File: config.mk
export PLATFORM = sky130hd
export DESIGN_NAME = can_tx_buffer_scheduler_unit
export DESIGN_NICKNAME = d
export VERILOG_FILES = /design/src/hw/rtl/cantxs_pkg.sv /design/src/hw/rtl/cantxs_scan.sv /design/src/hw/rtl/cantxs_sched.sv /design/src/hw/rtl/can_tx_buffer_scheduler_unit.sv
export SDC_FILE = /design/constraint.sdc
export NUM_CORES = 1
export LEC_CHECK = 0
export BUFFER_PORTS_ARGS = -buffer_cell sky130_fd_sc_hd__buf_2
export CORE_UTILIZATION = 62
export DETAILED_ROUTE_END_ITERATION = 10
export HOLD_SLACK_MARGIN = 0.12
export PLACE_DENSITY = 0.81
export SLEW_MARGIN = 20
export SYNTH_ARGS = -nofsm -noshare
export SYNTH_HDL_FRONTEND = slang
export SYNTH_HIERARCHICAL = 1
export SYNTH_SLANG_ARGS = --single-unit
File: constraint.sdc
create_clock -name clk -period 8.5 [get_ports clk]
set_input_delay 0.425 -clock clk [delete_from_list [all_inputs] [get_ports clk]]
set_output_delay 0.425 -clock clk [all_outputs]
set_load 0.005 [all_outputs]
File: src/hw/rtl/cantxs_pkg.sv
// Shared types and constants for the CAN transmit buffer scheduler.
`timescale 1ns / 1ps

package cantxs_pkg;

    localparam int IDX_W  = 5;
    localparam int CNT_W  = 8;
    localparam int POP_W  = 6;
    localparam int OP_W   = 2;
    localparam int PC_W   = 2;
    localparam int MASK_W = 32;

    typedef enum logic [OP_W-1:0] {
        OP_SEND  = 2'd0,
        OP_DONE  = 2'd1,
        OP_PURGE = 2'd2
    } opcode_t;

    typedef enum logic [PC_W-1:0] {
        PURGE_NONE      = 2'd0,
        PURGE_IN_FLIGHT = 2'd1,
        PURGE_PENDING   = 2'd2
    } purge_code_t;

    typedef struct packed {
        logic             found;
        logic [IDX_W-1:0] low_idx;
        logic [POP_W-1:0] drop_cnt;
    } scan_t;

    typedef struct packed {
        logic             issue_valid;
        logic [IDX_W-1:0] issue_index;
        logic             overflow_seen;
        logic             overflow_report;
        purge_code_t      purge_code;
    } result_t;

endpackage

File: src/hw/rtl/cantxs_scan.sv
// Lowest pending buffer search and count of sync buffers to drop.
`timescale 1ns / 1ps

module cantxs_scan
    import cantxs_pkg::*;
#(
    parameter int NUM_TX_BUFFERS = 32
)
(
    input  logic [NUM_TX_BUFFERS-1:0] live,
    input  logic [NUM_TX_BUFFERS-1:0] drop,
    output scan_t                     scan
);

    always_comb
    begin
        scan = '0;
        for (int i = NUM_TX_BUFFERS - 1; i >= 0; i--)
        begin
            if (live[i])
            begin
                scan.found   = 1'b1;
                scan.low_idx = IDX_W'(i);
            end
        end
        for (int i = 0; i < NUM_TX_BUFFERS; i++)
        begin
            scan.drop_cnt = scan.drop_cnt + POP_W'(drop[i]);
        end
    end

endmodule

File: src/hw/rtl/cantxs_sched.sv
// Scheduler state and request update logic.
`timescale 1ns / 1ps

module cantxs_sched
    import cantxs_pkg::*;
#(
    parameter int NUM_TX_BUFFERS = 32
)
(
    input  logic              clk,
    input  logic              rst_n,
    input  logic              step_en,
    input  logic [OP_W-1:0]   opcode,
    input  logic [IDX_W-1:0]  buffer_index,
    input  logic [MASK_W-1:0] sync_mask,
    output result_t           result
);

    logic [NUM_TX_BUFFERS-1:0] pending_reg, pending_next;
    logic [CNT_W-1:0]          count_reg, count_next;
    logic                      sync_in_flight_reg, sync_in_flight_next;
    logic                      bootup_unsent_reg, bootup_unsent_next;

    logic [NUM_TX_BUFFERS-1:0] sync_vec;
    logic [NUM_TX_BUFFERS-1:0] req_bit;
    logic [NUM_TX_BUFFERS-1:0] low_onehot;
    logic [NUM_TX_BUFFERS-1:0] drop;
    logic                      in_range;
    logic                      cnt_zero;
    scan_t                     scan;

    assign sync_vec   = sync_mask[NUM_TX_BUFFERS-1:0];
    assign in_range   = {1'b0, buffer_index} < (IDX_W + 1)'(NUM_TX_BUFFERS);
    assign req_bit    = in_range ? (NUM_TX_BUFFERS'(1) << buffer_index) : '0;
    assign low_onehot = pending_reg & (~pending_reg + NUM_TX_BUFFERS'(1));
    assign drop       = pending_reg & sync_vec;
    assign cnt_zero   = (count_reg == '0);

    cantxs_scan #(
        .NUM_TX_BUFFERS(NUM_TX_BUFFERS)
    ) u_scan (
        .live(pending_reg),
        .drop(drop),
        .scan(scan)
    );

    always_comb
    begin
        pending_next        = pending_reg;
        count_next          = count_reg;
        sync_in_flight_next = sync_in_flight_reg;
        bootup_unsent_next  = bootup_unsent_reg;
        result              = '0;
        result.purge_code   = PURGE_NONE;

        unique case (opcode)
            OP_SEND:
            begin
                if (in_range)
                begin
                    result.overflow_seen   = |(pending_reg & req_bit);
                    result.overflow_report = result.overflow_seen & ~bootup_unsent_reg;
                    if (cnt_zero)
                    begin
                        sync_in_flight_next = |(req_bit & sync_vec);
                        result.issue_valid  = 1'b1;
                        result.issue_index  = buffer_index;
                    end
                    else
                    begin
                        pending_next = pending_reg | req_bit;
                        count_next   = (count_reg == {CNT_W{1'b1}}) ? count_reg
                                                                   : count_reg + 1'b1;
                    end
                end
            end
            OP_DONE:
            begin
                bootup_unsent_next  = 1'b0;
                sync_in_flight_next = 1'b0;
                if (!cnt_zero)
                begin
                    if (scan.found)
                    begin
                        pending_next        = pending_reg & ~low_onehot;
                        count_next          = count_reg - 1'b1;
                        sync_in_flight_next = |(low_onehot & sync_vec);
                        result.issue_valid  = 1'b1;
                        result.issue_index  = scan.low_idx;
                    end
                    else
                    begin
                        count_next = '0;
                    end
                end
            end
            OP_PURGE:
            begin
                if (sync_in_flight_reg)
                begin
                    sync_in_flight_next = 1'b0;
                    result.purge_code   = PURGE_IN_FLIGHT;
                end
                if (!cnt_zero && (drop != '0))
                begin
                    pending_next      = pending_reg & ~drop;
                    count_next        = (count_reg > CNT_W'(scan.drop_cnt))
                                        ? count_reg - CNT_W'(scan.drop_cnt) : '0;
                    result.purge_code = PURGE_PENDING;
                end
            end
            default:
            begin
                result = '0;
            end
        endcase
    end

    always_ff @(posedge clk or negedge rst_n)
    begin
        if (!rst_n)
        begin
            pending_reg        <= '0;
            count_reg          <= '0;
            sync_in_flight_reg <= 1'b0;
            bootup_unsent_reg  <= 1'b1;
        end
        else if (step_en)
        begin
            pending_reg        <= pending_next;
            count_reg          <= count_next;
            sync_in_flight_reg <= sync_in_flight_next;
            bootup_unsent_reg  <= bootup_unsent_next;
        end
    end

`ifndef SYNTHESIS
    // every queued buffer is covered by the count
    a_pending_counted: assert property (@(posedge clk) disable iff (!rst_n)
        (pending_reg != '0) |-> (count_reg != '0))
        else $error("pending buffer with zero count");

    a_bootup_cleared: assert property (@(posedge clk) disable iff (!rst_n)
        (step_en && opcode == OP_DONE) |=> !bootup_unsent_reg)
        else $error("bootup flag survived transmit complete");
`endif

endmodule

File: src/hw/rtl/can_tx_buffer_scheduler_unit.sv
// Top level of the CAN transmit buffer scheduler.
`timescale 1ns / 1ps

// Takes one request per cycle (send, transmit complete, purge) while the result
// side is not stalled; returns exactly one result per request, in order. A request
// is first captured in an input register; once the result register is free, the
// pending set, pending count and flags are updated and the result register is
// loaded. sync_buffer_mask resets to zero. The rate is set by the pending-state
// update with its priority encoder and drop count. The user must write the mask
// through cfg_wr_en only while no request is in progress; it is not enforced.

module can_tx_buffer_scheduler_unit
    import cantxs_pkg::*;
#(
    parameter int NUM_TX_BUFFERS = 32
)
(
    input  logic              clk,
    input  logic              rst_n,
    input  logic              cfg_wr_en,
    input  logic [MASK_W-1:0] sync_buffer_mask,
    input  logic              req_valid,
    output logic              req_ready,
    input  logic [OP_W-1:0]   opcode,
    input  logic [IDX_W-1:0]  buffer_index,
    output logic              res_valid,
    input  logic              res_ready,
    output logic              issue_valid,
    output logic [IDX_W-1:0]  issue_index,
    output logic              overflow_seen,
    output logic              overflow_report,
    output logic [PC_W-1:0]   purge_code
);

    logic [MASK_W-1:0] sync_mask_reg;
    logic              in_valid_reg;
    logic [OP_W-1:0]   opcode_reg;
    logic [IDX_W-1:0]  index_reg;
    logic              res_valid_reg;
    result_t           res_reg;
    result_t           step_result;
    logic              advance;

    assign advance   = in_valid_reg && (!res_valid_reg || res_ready);
    assign req_ready = !in_valid_reg || advance;

    always_ff @(posedge clk or negedge rst_n)
    begin
        if (!rst_n)
        begin
            sync_mask_reg <= '0;
        end
        else if (cfg_wr_en)
        begin
            sync_mask_reg <= sync_buffer_mask;
        end
    end

    always_ff @(posedge clk or negedge rst_n)
    begin
        if (!rst_n)
        begin
            in_valid_reg  <= 1'b0;
            res_valid_reg <= 1'b0;
        end
        else
        begin
            if (req_ready)
            begin
                in_valid_reg <= req_valid;
            end
            if (advance)
            begin
                res_valid_reg <= 1'b1;
            end
            else if (res_ready)
            begin
                res_valid_reg <= 1'b0;
            end
        end
    end

    always_ff @(posedge clk)
    begin
        if (req_valid && req_ready)
        begin
            opcode_reg <= opcode;
            index_reg  <= buffer_index;
        end
        if (advance)
        begin
            res_reg <= step_result;
        end
    end

    cantxs_sched #(
        .NUM_TX_BUFFERS(NUM_TX_BUFFERS)
    ) u_sched (
        .clk         (clk),
        .rst_n       (rst_n),
        .step_en     (advance),
        .opcode      (opcode_reg),
        .buffer_index(index_reg),
        .sync_mask   (sync_mask_reg),
        .result      (step_result)
    );

    assign res_valid       = res_valid_reg;
    assign issue_valid     = res_reg.issue_valid;
    assign issue_index     = res_reg.issue_index;
    assign overflow_seen   = res_reg.overflow_seen;
    assign overflow_report = res_reg.overflow_report;
    assign purge_code      = res_reg.purge_code;

`ifndef SYNTHESIS
    a_report_needs_seen: assert property (@(posedge clk) disable iff (!rst_n)
        res_valid_reg |-> (!res_reg.overflow_report || res_reg.overflow_seen))
        else $error("overflow reported without overflow");

    a_purge_exclusive: assert property (@(posedge clk) disable iff (!rst_n)
        (res_valid_reg && res_reg.purge_code != PURGE_NONE)
            |-> (!res_reg.issue_valid && !res_reg.overflow_seen))
        else $error("purge result mixed with issue or overflow");

    a_index_zero: assert property (@(posedge clk) disable iff (!rst_n)
        (res_valid_reg && !res_reg.issue_valid) |-> (res_reg.issue_index == '0))
        else $error("issue index set without issue");

    a_stall_holds_input: assert property (@(posedge clk) disable iff (!rst_n)
        (in_valid_reg && !advance) |=> in_valid_reg)
        else $error("request dropped from input register");
`endif

endmodule
==> Word level (Yosys, flattened, before mapping) <==
Cells that the tools add are included.
{ "classes": {"addsub": 35, "order_cmp": 1, "n_eq_ne": 9, "n_shift": 1, "n_mux": 56, "n_bitwise": 14, "reduce_logical": 21} }
{ "op_table": {"columns": ["operator", "count"], "rows": [
  ["$and A32 B32 Y32", 7],
  ["$mux W6", 35],
  ["$add A6 B1 Y6", 26],
  ["$mux W32", 4],
  ["$not A32 Y32", 3],
  ["$pmux W32 S3", 1],
  ["$reduce_or A32 Y1", 3],
  ["$mux W8", 6],
  ["$add A32 B1 Y32 const B", 1],
  ["$or A32 B32 Y32", 1],
  ["$reduce_bool A32 Y1", 1],
  ["$shl A1 B5 Y32 const A", 1],
  ["$pmux W8 S3", 1],
  ["$pmux W6 S2", 1],
  ["$reduce_and A6 Y1", 2],
  ["$add A8 B1 Y8 const B", 1],
  ["$eq A8 B8 Y1 const B", 1],
  ["$gt A8 B6 Y1", 1],
  ["$logic_not A8 Y1", 1],
  ["$sub A8 B1 Y8 const B", 1],
  ["$sub A8 B6 Y8", 1],
  ["$add A5 B1 Y6", 1],
  ["$mux W1", 6],
  ["$ne A2 B1 Y1 const B", 3],
  ["20 further kinds", 28]
]} }
{ "word_totals": {"ff_bits": 93, "inputBits": 44, "out_inout_bits": 12, "word_cells": 152} }

==> Depth between registers and ports, before layout <==
{ "depth": {"ltp_word": 36, "depth_mapped": 29, "depth_no_buf": 28} }

==> Modules after synthesis <==
The synthesis kept the hierarchy.
{ "by_module_without_submodules": {"columns": ["mod", "instances", "cells_per_inst", "area_each_um2"], "rows": [
  ["cantxs_sched", 1, 611, 4421.7],
  ["can_tx_buffer_scheduler_unit", 1, 93, 1944.4],
  ["cantxs_scan", 1, 132, 1097.3]
]} }

==> Worst setup path after synthesis <==
OpenSTA, ideal clock, no wires.
{ "synth_path": {"path_type": "register to register", "startpoint": "register u_sched.pending_reg[11]", "endpoint": "register u_sched.count_reg[7]", "setup_ps": 138, "arrival_time_ps": 6420, "required_time_ps": 8362, "path_slack_ps": 1942, "path_stages_with_launch": 27, "path_buffers": 1, "period_less_slack_ps": 6558, "cell_sequence": "dfrtp_1 clkbuf_1 nand2_1 inv_1 fa_1 inv_1 fa_1 inv_1 fa_1 fa_1 fa_1 inv_1 fa_1 inv_1 ha_1 inv_1 fa_1 xnor2_1 inv_1 ha_1 nor2b_1 o31ai_1 a21oi_1 o31ai_1 nor2_1 a2111oi_0 a31oi_1"} }
{ "synth_lines": {"columns": ["item", "line", "rtl"], "rows": [
  ["from (decl)", "cantxs_sched.sv:19", "logic [NUM_TX_BUFFERS-1:0] pending_reg, pending_next;"],
  ["from (signal assigned)", "cantxs_sched.sv:130", "pending_reg <= pending_next;"],
  ["to (signal assigned)", "cantxs_sched.sv:131", "count_reg <= count_next;"],
  ["to (decl)", "cantxs_sched.sv:20", "logic [CNT_W-1:0] count_reg, count_next;"]
]} }

==> flow_summary.json <==
{
  "rsz0062_at_grt": "false",
  "setup_viol": 0,
  "antenna_found_initial": 0,
  "place.gp.congestion": 1.03,
  "crit_required_ns": 8.72,
  "path_common_cell": "inv_1",
  "relSlewSlack_pct": 14.8,
  "start_util_pct": 64.5,
  "yosys_warnings": 6,
  "syn_area_um2": 7460,
  "cts_resized": 0,
  "min_path_type": "input port to asynchronous set/reset pin",
  "ys.flop_type": "dfrtp_1",
  "drv_slew": 0,
  "cp.depth": 28,
  "grt_pass1_vias": 7211,
  "synthTopCellsByArea": "dfrtp_1, edfxtp_1, fa_1",
  "p_leak_nw": 3.71,
  "synth_cells": 836,
  "synthTopCellsByCount": "nand2_1, dfrtp_1, inv_1",
  "initialDrtViolationCount": 1299,
  "fin_crit_ns": 7.52,
  "clk_pin_slew_worst_paths_ns": 0.07,
  "cts_sinks": 93,
  "clock.fmax_mhz": 133,
  "async_flop_share_pct": 81.7,
  "ant_nets": 0,
  "finalSetupTns_ns": 0,
  "period_share_pct": 88.5,
  "die_height_um": 112,
  "insertion_delay_ns": 0.36,
  "antennaDiodeCount": 0,
  "wl_per_cell_um": 25.3,
  "hold_viol": 0,
  "maxCapViolations": 0,
  "regToRegSetupSlack_ns": 0.98,
  "n_fill_cell": 909,
  "grt_usage_pct": 41.9,
  "worstMarginPinSlew_ns": 1.27,
  "finClkSkew_ns": 0.00997,
  "rows": 39,
  "synth_top_area_share_pct": 25.1,
  "post-synth-top-area-cell": "dfrtp_1",
  "crit_family": "adder cells",
  "synth_fp_nets": 924,
  "status": "completed",
  "cts_tree": "yes",
  "synth_edf_count": 17,
  "cts_hold_buf": 0,
  "grt_pass1_wl_mm": 40.0,
  "vias_per_cell": 7.29,
  "dp_hpwl_mm": 18.0,
  "htree_num_levels": 3,
  "cp_max_fo": 15,
  "overflow": 0,
  "core_um2": 11600,
  "synth_most_common_cell": "nand2_1",
  "drc": 0,
  "slowest_stage": "o31ai_1",
  "p_per_area_nw_per_um2": 188,
  "drt-total-wl_mm": 25.5,
  "r2r_start": "u_sched/pending_reg[11]",
  "path_buf_inv": 8,
  "synth-seq-cells": 93,
  "netlist-cell-type-count": 78,
  "r2r_end": "u_sched/count_reg[7]",
  "final_core_util_pct": 69.3,
  "portBuffers": 55,
  "ys_seq_area_share_pct": 32.3,
  "reg2reg_depth": 28,
  "ios": 56,
  "crit_type": "register to register",
  "peakVddDrop_uv": 161,
  "slowest_delay_ns": 0.79,
  "grt_max_degree": 77,
  "cts_made_buffers": 9,
  "final_layout_size_suffix_gt1_share_pct": 16.0,
  "arrival_ns": 7.74,
  "post-cts-setup-buffers": 0,
  "cts_buffer_depth": 2,
  "avgSynthCellArea_um2": 8.93,
  "crit_path_start_kind": "register",
  "first_pass_iters": 8,
  "die-area_um2": 12500,
  "num-nets-final": 948,
  "die_w_um": 112,
  "area_growth_pct": 7.43,
  "via_count": 7349,
  "cts-root-buf": "clkbuf_16",
  "end_kind": "register"
}
[worst max-delay path by stage]
| stage | slack, ns | start | end |
|---|---|---|---|
| after global routing | 0.80 | u_sched/pending_reg[11] | u_sched/count_reg[7] |
| final | 0.98 | u_sched/pending_reg[11] | u_sched/count_reg[7] |
| after global placement | 1.58 | u_sched/pending_reg[11] | u_sched/count_reg[7] |
| after CTS | 1.19 | u_sched/pending_reg[11] | u_sched/count_reg[7] |
| after detailed placement | 1.22 | u_sched/pending_reg[11] | u_sched/count_reg[7] |
| after floorplan | 1.94 | u_sched/pending_reg[11] | u_sched/count_reg[7] |
[cell type report]
class / count / area, um^2 / area share (%)
clock buffers: 9 / 225 / 2.81
clock inverters: 7 / 67.6 / 0.843
multi-input cells: 620 / 4520 / 56.4
well taps: 143 / 179 / 2.23
flip-flops and latches: 93 / 2410 / 30.1
repair buffers: 61 / 327 / 4.07
inverters: 75 / 282 / 3.51
[routing by layer]
layer / track usage, % / share of wire [%]
met5: 0 / 0
met2: 64.6 / 45
met1: 54.8 / 38
met4: 19.7 / 4.6
met3: 11.8 / 12
[cell families (layout without fill, tap and decap cells)]
group / Yosys count / in the layout / synth area share, %
AOI/OAI and AO/OA: 264 / 264 / 23.0
and+or+nand+nor: 252 / 252 / 17.3
buffers and inverters: 123 / 152 / 7.11
DFF: 93 / 93 / 32.3
muxes: 52 / 52 / 9.35
adders and majority gates: 44 / 44 / 9.89
xor gates and xnor gates: 8 / 8 / 0.939
[worst reg2reg max path: cells and delay by family, from the launching register on]
| kind | cells | cell delay (ns) |
|---|---|---|
| AO/OA/AOI/OAI | 7 | 1.96 |
| XOR/XNOR | 1 | 0.13 |
| adder cells (fa/ha/maj) | 9 | 3.81 |
| buffers and inverters | 8 | 0.48 |
| flip-flops | 1 | 0.58 |
| AND/OR/NAND/NOR | 3 | 0.44 |
[cells in the final DEF (no fill, tap or decap), types with 17 or more instances in the layout]
master / Yosys / final
ha_1: 19 / 18
nor2_1: 48 / 47
mux2_4: 30 / 30
nand2_1: 76 / 76
buf_2: 4 / 54
edfxtp_1: 17 / 17
o21ai_0: 43 / 43
dfrtp_1: 75 / 75
nor3_1: 22 / 22
a21oi_1: 73 / 73
nand3_1: 17 / 17
fa_1: 25 / 25
a31oi_1: 34 / 34
inv_1: 75 / 75
[power breakdown]
group / internal [W] / leakage [nW] / switching [W]
registers: 0.000501 / 1.13 / 0.0000935
clock network: 0.000206 / 0.142 / 0.000196
logic: 0.000201 / 2.44 / 0.000308
total: 0.000908 / 3.71 / 0.000597
[per-stage QoR]
step / instance area, um^2 / hold slack (ns) / instances / power, W / setup slack (ns)
3_5_place_dp: 7720 / 0.479 / 992 / 0.00108 / 1.22
2_1_floorplan: 7460 / 0.129 / 836 / 0.000931 / 1.94
5_1_grt: 8020 / 0.163 / 1008 / 0.00157 / 0.800
6_report: 8020 / 0.0673 / 1008 / 0.00151 / 0.981
4_1_cts: 8010 / 0.231 / 1008 / 0.00148 / 1.19
3_3_place_gp: 7720 / 0.463 / 992 / 0.00106 / 1.58
Note: power is estimated with default switching activity, not from simulation.
